`config.mk`:
```
export PLATFORM = sky130hd
export DESIGN_NAME = spq_ctrl
export DESIGN_NICKNAME = d
export VERILOG_FILES = /design/src/hw/rtl/spq_pkg.sv /design/src/hw/rtl/spq_ctrl.sv
export SDC_FILE = /design/constraint.sdc
export NUM_CORES = 1
export LEC_CHECK = 0
export ABC_AREA = 1
export BUFFER_PORTS_ARGS = -buffer_cell sky130_fd_sc_hd__buf_4
export CAP_MARGIN = 20
export CORE_AREA = 2 2 39 41
export DETAILED_ROUTE_END_ITERATION = 8
export DIE_AREA = 0 0 41 43
export PLACE_DENSITY_LB_ADDON = 0.15
export SETUP_SLACK_MARGIN = 0.05
export SYNTH_ARGS = -nofsm -noshare
export SYNTH_HDL_FRONTEND = slang
export SYNTH_SLANG_ARGS = --single-unit
```
`constraint.sdc`:
```
create_clock -name clock -period 2.15 [get_ports clock]
set_input_delay 0.645 -clock clock [delete_from_list [all_inputs] [get_ports clock]]
set_output_delay 0.645 -clock clock [all_outputs]
set_load 0.01 [all_outputs]
```
`src/hw/rtl/spq_pkg.sv`:
```
// ----------------------------------------------------------------------------
// spq_pkg
// Shared types and constants for the sorted priority queue.
// ----------------------------------------------------------------------------
package spq_pkg;

   localparam int unsigned SPQ_CAPACITY = 64;
   localparam int unsigned VALUE_W      = 32;
   localparam int unsigned POS_W        = 6;
   localparam int unsigned COUNT_W      = 7;

   localparam logic [1:0] KIND_INSERT = 2'd0;
   localparam logic [1:0] KIND_REMOVE = 2'd1;
   localparam logic [1:0] KIND_FIND   = 2'd2;

   typedef struct packed {
      logic [1:0]          kind;
      logic signed [31:0]  value;
   } spq_req_type;

   typedef struct packed {
      logic                success;
      logic [5:0]          position;
      logic signed [31:0]  head_value;
      logic                empty_res;
      logic [6:0]          entry_count;
   } spq_rsp_type;

   typedef enum logic [1:0] {
      ST_IDLE,
      ST_UPDATE,
      ST_RESP
   } spq_state_type;

   // controller -> datapath
   typedef struct packed {
      logic load;     // capture request, run compares
      logic update;   // apply shift and form response
   } spq_cmd_type;

endpackage

```
`src/hw/rtl/spq_ctrl.sv`:
```
// ----------------------------------------------------------------------------
// spq_ctrl
// Sequencer: compare step, update step, response hold.
// ----------------------------------------------------------------------------
module spq_ctrl
   import spq_pkg::*;
(
   input  logic        clock,
   input  logic        reset,
   input  logic        req_valid,
   output logic        req_ready,
   output logic        rsp_valid,
   input  logic        rsp_ready,
   output spq_cmd_type cmd
);

   spq_state_type state_ff, state_in;

   always_ff @(posedge clock) begin
      if (reset) state_ff <= ST_IDLE;
      else       state_ff <= state_in;
   end

   always_comb begin
      state_in   = state_ff;
      req_ready  = 1'b0;
      rsp_valid  = 1'b0;
      cmd.load   = 1'b0;
      cmd.update = 1'b0;
      case (state_ff)
         ST_IDLE: begin
            req_ready = 1'b1;
            if (req_valid) begin
               cmd.load = 1'b1;
               state_in = ST_UPDATE;
            end
         end
         ST_UPDATE: begin
            cmd.update = 1'b1;
            state_in   = ST_RESP;
         end
         ST_RESP: begin
            rsp_valid = 1'b1;
            // take next beat as this one leaves
            req_ready = rsp_ready;
            if (rsp_ready) begin
               if (req_valid) begin
                  cmd.load = 1'b1;
                  state_in = ST_UPDATE;
               end else begin
                  state_in = ST_IDLE;
               end
            end
         end
         default: state_in = ST_IDLE;
      endcase
   end

endmodule

```
==> summary.md, run 1 <==
| Metric | Value |
|---|---|
| Outcome | completed |
| Antenna diodes | 0 |
| Final WL | 264 µm |
| Clock skew | 0.00140 ns |
| Pin count of the biggest net entering global routing | 6 |
| Placed cells | 39 |
| First-pass GRT wire length | 407 µm |
| Critical path startpoint category | input port |
| Post-CTS Hold Fix Bufs | 0 |
| P_leak | 0.108 nW |
| Post-route ant nets | 0 |
| R2R Path Start | state_ff[1]$_SDFFE_PP0P_ |
| Vias | 118 |
| Synthesized area | 114 µm² |
| Layout net count | 32 |
| Ys Warns | 0 |
| Syn Inst Count | 17 |
| Pins Over Slew Limit | 0 |
| Peak supply drop | 0.110 mV |
| CP max stage delay | 0.13 ns |
| Final Hold Slack | roughly 0.54 ns |
| Antenna violations before repair | 0 |
| DRC violations left | 0 |
| Worst-path cell chain | buf_4 -> inv_1 -> nand2_1 -> nand3_2 -> inv_1 -> buf_4 |
| HP Class | register to register |
| RSZ-0062 raised after global routing | no |
| Final setup viols | 0 |
| Worst-path clk slew | approximately 0.03 ns |
| Hold Startpoint | state_ff[0]$_SDFFE_PP0P_ |
| Fin Setup TNS | 0 ns |
| Area delta synth->final | 76.9% |
| Util after Layout | 14.6% |
| CP Max Fanout | 2 |
| Max FFs per register | 2 |
| Fin cells | 42 |
| Root Driver | clkbuf_4 |
| Syn Area/Cell | 6.70 µm² |
| WS Path Type | input port to output pin |
| Gpl congestion | 0.525 |
| WP data arrival | ~1.1 ns |
| Regs by FF count | state_ff x2 |
| Reg2reg setup slack | 1.45 ns |
| Reg with most FFs | state_ff |
| Via density | 2.81 |
| Worst Tran Pin Value | 0.177 ns |
| Post_cts resized | 0 |
| Die area | roughly 0.0018 mm² |
| Share of the clock period used by the worst path | just over 80% |
| Router iterations before antenna repair | 4 |
| Initial core utilization | 8.23% |
| Count of cell types in the netlist | 8 |
| Iter 0 DRT Violations | 2 |
| Power Density | roughly 740 mW/mm² |
| Die Height | 43 µm |
| Clk_lat worst skew | approximately 0.22 ns |
| Filler Cell Count | 155 |
| GRT Total Usage | 4.11% |
| Vias in the first global route | 108 |
| Clock Path Buffers | 2 |
| Slowest-stage cell, CP | buf_4 |
| Ratio of cells with drive above 1 in the final layout | 50.0% |
| TritonCTS Sinks | 2 |
| Core ar. | 0.00138 mm² |
| DR WL/cell | 6.29 µm |
| Rows | 14 |
| Count of maximum capacitance violations | 0 |
| Fmax | 0.561 GHz |
| Hold Fails Final Rpt | 0 |
| Worst setup EP type | output pin |
| H-Tree Level Count | 1 |
| Post-CTS setup buffers | 0 |
| Synth Net Count | 21 |
| Final min period | 1.78 ns |
| PortBufs | 7 |
| Number of buffers created by CTS | 3 |
| Grt ovf | 0 |
| Worst endpoint required time | 1.50 ns |
| Seq/Total Area, Yosys | a little over a third |
| CTS tree | yes |
| Synthesized flop and latch total | 2 |
| Die Wd | approximately 41 µm |
| Rel. slew slack | 88.2% |
| CP startpoint | rsp_ready |
| # IOs | 8 |
## final timing paths
check / cells after the start / to
setup / recovery: 6 / cmd[1]
hold / removal: 2 / state_ff[1]$_SDFFE_PP0P_
setup reg to reg: 3 / state_ff[0]$_SDFFE_PP0P_
hold reg to reg: 2 / state_ff[1]$_SDFFE_PP0P_
## critical path: cells and delay by family
family | cells | cell delay [ns]
buffers and inverters | 4 | 0.35
and+or+nand+nor | 2 | 0.13
## cell usage in the layout (no fill, tap or decap)
cell,netlist,layout
buf_4,1,7
inv_1,5,5
nor2_1,3,3
nand2_1,3,3
clkbuf_4,0,3
dfxtp_1,2,2
nand3_2,1,1
a21oi_2,1,1
nor2_2,1,1
## kinds of logic (layout without fill, tap and decap cells)
group | Yosys count | after routing | share of synthesized area [%]
buffers and inverters | 6 | 15 | 23.1
flip-flops | 2 | 2 | 35.2
AO/OA/AOI/OAI | 1 | 1 | 7.69
AND/OR/NAND/NOR | 8 | 8 | 34.1
## cells in the mapped netlist
master   number  area [µm²]
inv_1         5        18.8
nand2_1       3        11.3
nor2_2        1        6.26
nand3_2       1        10.0
dfxtp_1       2        40.0
buf_4         1        7.51
a21oi_2       1        8.76
nor2_1        3        11.3
## power by group
group	internal (W)	switching (W)
combinational	0.0000134	0.0000116
sequential	0.0000397	0.00000276
clock	0.0000614	0.0000198
## metal layers
layer	share of wire (%)	vias up	track usage [%]
met5	0	-	0
met4	0	0	6.00
met3	22	0	3.14
met2	31	10	3.44
met1	47	43	4.79
li1	-	65	-
## per-stage QoR
step                      area, µm²  setup slack, ns  total power (W)
after detailed placement        179            0.365        0.0000682
after floorplan                 114            0.618        0.0000556
after global routing            201            0.307         0.000161
after global placement          179            0.381        0.0000675
after CTS                       201            0.362         0.000155
final                           201            0.369         0.000149
## layout make-up
class	count	area [µm²]	area share, %
Clock buffer	3	22.5	11.2
Inverter	5	18.8	9.32
Multi-Input combinational cell	9	47.5	23.6
Sequential cell	2	40.0	19.9
Tap cell	16	20.0	9.94
Timing Repair Buffer	7	52.6	26.1
(Power assumes the default switching activity.)
==> inputs of run 2 (changes only) <==
Clock period 2.15 ns to 1.7 ns, I/O delays scaled along.
==> summary.md, run 2 (synthesis gave the netlist of run 1 again) <==
| Metric | Value |
|---|---|
| Outcome | completed |
| Critical path startpoint category | input port |
| Slowest-stage cell, CP | buf_4 |
| CP Max Fanout | 2 (unchanged) |
| Share of the clock period used by the worst path | 88.9% |
| Die area | 0.00176 mm² (unchanged) |
| Root Driver | clkbuf_4 |
| Post_cts resized | 0 (unchanged) |
| DRC violations left | 0 (unchanged) |
| Final setup viols | 0 (unchanged) |
| Fmax | roughly 0.66 GHz |
| Most frequent cells in the layout | 7 x buf_4, 5 x inv_1, 3 x nor2_1, 3 x nand2_1, 3 x clkbuf_4 |
| Final worst setup slack | 0.189 ns (-0.180 ns) |
| Iter 0 DRT Violations | 0 (-2) |
| DR WL/cell | 6.14 µm (-2.3%) |
| Filler Cell Count | 152 (-1.9%) |
| Clk_lat worst skew | 0.22 ns (about the same) |
| First-pass GRT wire length | 414 µm (+1.7%) |
| DP Area | 179 µm² (unchanged) |
| Antenna violations before repair | 0 (unchanged) |
| Core ar. | 0.00138 mm² (unchanged) |
| Worst endpoint required time | 1.19 ns (-0.31 ns) |
| Storage cell area | 40.0 µm² (unchanged) |
| Worst Tran Pin Value | 0.178 ns (+0.000858 ns) |
| Pin count of the biggest net entering global routing | 6 (unchanged) |
| Number of buffers created by CTS | 3 (unchanged) |
| Vias | 118 (unchanged) |
| Final WL | 258 µm (-2.3%) |
| WS Path Type | input port to output pin |
| Count of maximum capacitance violations | 0 (unchanged) |
| Worst-path cell chain | buf_4 -> inv_1 -> nand2_1 -> nand3_2 -> inv_1 -> buf_4 |
| Worst-path clk slew | 0.03 ns (about the same) |
| HP Class | input port to register |
| Fin Setup TNS | 0 ns (unchanged) |
| TritonCTS Sinks | 2 (unchanged) |
| Final instance area | 201 µm² (unchanged) |
| Area delta synth->final | 76.9% (unchanged) |
| Max FFs per register | 2 (unchanged) |
| RSZ-0062 raised after global routing | no |
| Die Height | 43 µm (unchanged) |
| Vias in the first global route | 113 (+4.6%) |
| Power Density | 933 mW/mm² (+26%) |
| Rows | 14 (unchanged) |
| Final min period | between 1.5 and 2 ns |
| Peak supply drop | 0.140 mV (+26%) |
| Layout net count | 32 (unchanged) |
| Final Hold Slack | 0.452 ns (-0.0910 ns) |
| Worst setup EP type | output pin |
| Post-CTS setup buffers | 0 (unchanged) |
| P_leak | 0.108 nW (unchanged) |
| PortBufs | 7 (unchanged) |
| Router iterations before antenna repair | 1 (-3) |
| H-Tree Level Count | 1 (unchanged) |
| # IOs | 8 (unchanged) |
| GRT Total Usage | 4.11% (unchanged) |
| Rel. slew slack | 88.1% (about the same) |
| Die Wd | 41 µm (unchanged) |
| Worst Setup Slack post-DPL | 0.188 ns (-0.177 ns) |
| Antenna diodes | 0 (unchanged) |
| Via density | 2.81 (unchanged) |
| Clock skew | 0.00146 ns (+0.0000637 ns) |
| Hold Fails Final Rpt | 0 (unchanged) |
| Util after Layout | 14.6% (unchanged) |
| Initial core utilization | 8.23% (unchanged) |
| Post-route ant nets | 0 (unchanged) |
| Commonest non-fill, non-tap cell in the layout | buf_4 |
| Clock Path Buffers | 2 (unchanged) |
| CP max stage delay | 0.13 ns (about the same) |
| Gpl congestion | 0.534 (+1.6%) |
| Ratio of cells with drive above 1 in the final layout | 50.0% (unchanged) |
| WP data arrival | 1.00 ns (-0.14 ns) |
| Regs by FF count | state_ff x2 |
| Grt ovf | 0 (unchanged) |
| Multi-input logic area | 47.5 µm² (unchanged) |
| Reg with most FFs | state_ff |
| Pins Over Slew Limit | 0 (unchanged) |
| Post-CTS Hold Fix Bufs | 0 (unchanged) |
| CTS tree | yes |
-- run 2: cell counts in the layout (fill, tap and decap cells not counted) --
Identical to the previous run, type by type.
-- run 2: path summary, 6_finish.rpt --
kind | to | startpoint | depth (start not counted) | slack [ns]
worst max-delay path | cmd[1] | rsp_ready | 6 | 0.19
worst min-delay path | state_ff[0]$_SDFFE_PP0P_ | reset | 2 | 0.45
worst min register to register | state_ff[1]$_SDFFE_PP0P_ | state_ff[0]$_SDFFE_PP0P_ | 2 | 0.54
worst max register to register | state_ff[0]$_SDFFE_PP0P_ | state_ff[1]$_SDFFE_PP0P_ | 3 | 0.99
-- run 2: worst max-delay path, delay by kind of cell --
family | cells | cell delay, ns
simple gates | 2 | 0.14
buf+inv | 4 | 0.35
-- run 2: area by class of cell --
type,instances,area share (%)
multi-input cells,9,23.6
repair buffers,7,26.1
well taps,16,9.94
clock buffers,3,11.2
inverters,5,9.32
flip-flops and latches,2,19.9
-- run 2: metrics by stage --
step / cells / power (W)
6_report: 42 / 0.000188
5_1_grt: 42 / 0.000204
4_1_cts: 42 / 0.000196
3_5_place_dp: 39 / 0.0000861
3_3_place_gp: 39 / 0.0000854
2_1_floorplan: 17 / 0.0000703
-- run 2: metal layers --
metal | global-route usage, % | routed length, µm | up-vias
met1 | 4.47 | 136 | 45
met5 | 0 | 0 | -
li1 | - | - | 65
met3 | 3.14 | 43 | 0
met4 | 6.00 | 0 | 0
met2 | 3.75 | 79 | 8
-- run 2: power by group --
part | total, W | leakage (nW) | internal, W | switching (W)
clock network | 0.000103 | 0.0138 | 0.0000777 | 0.0000251
logic | 0.0000315 | 0.0777 | 0.0000169 | 0.0000146
registers | 0.0000537 | 0.0165 | 0.0000502 | 0.00000347
total | 0.000188 | 0.108 | 0.000145 | 0.0000431
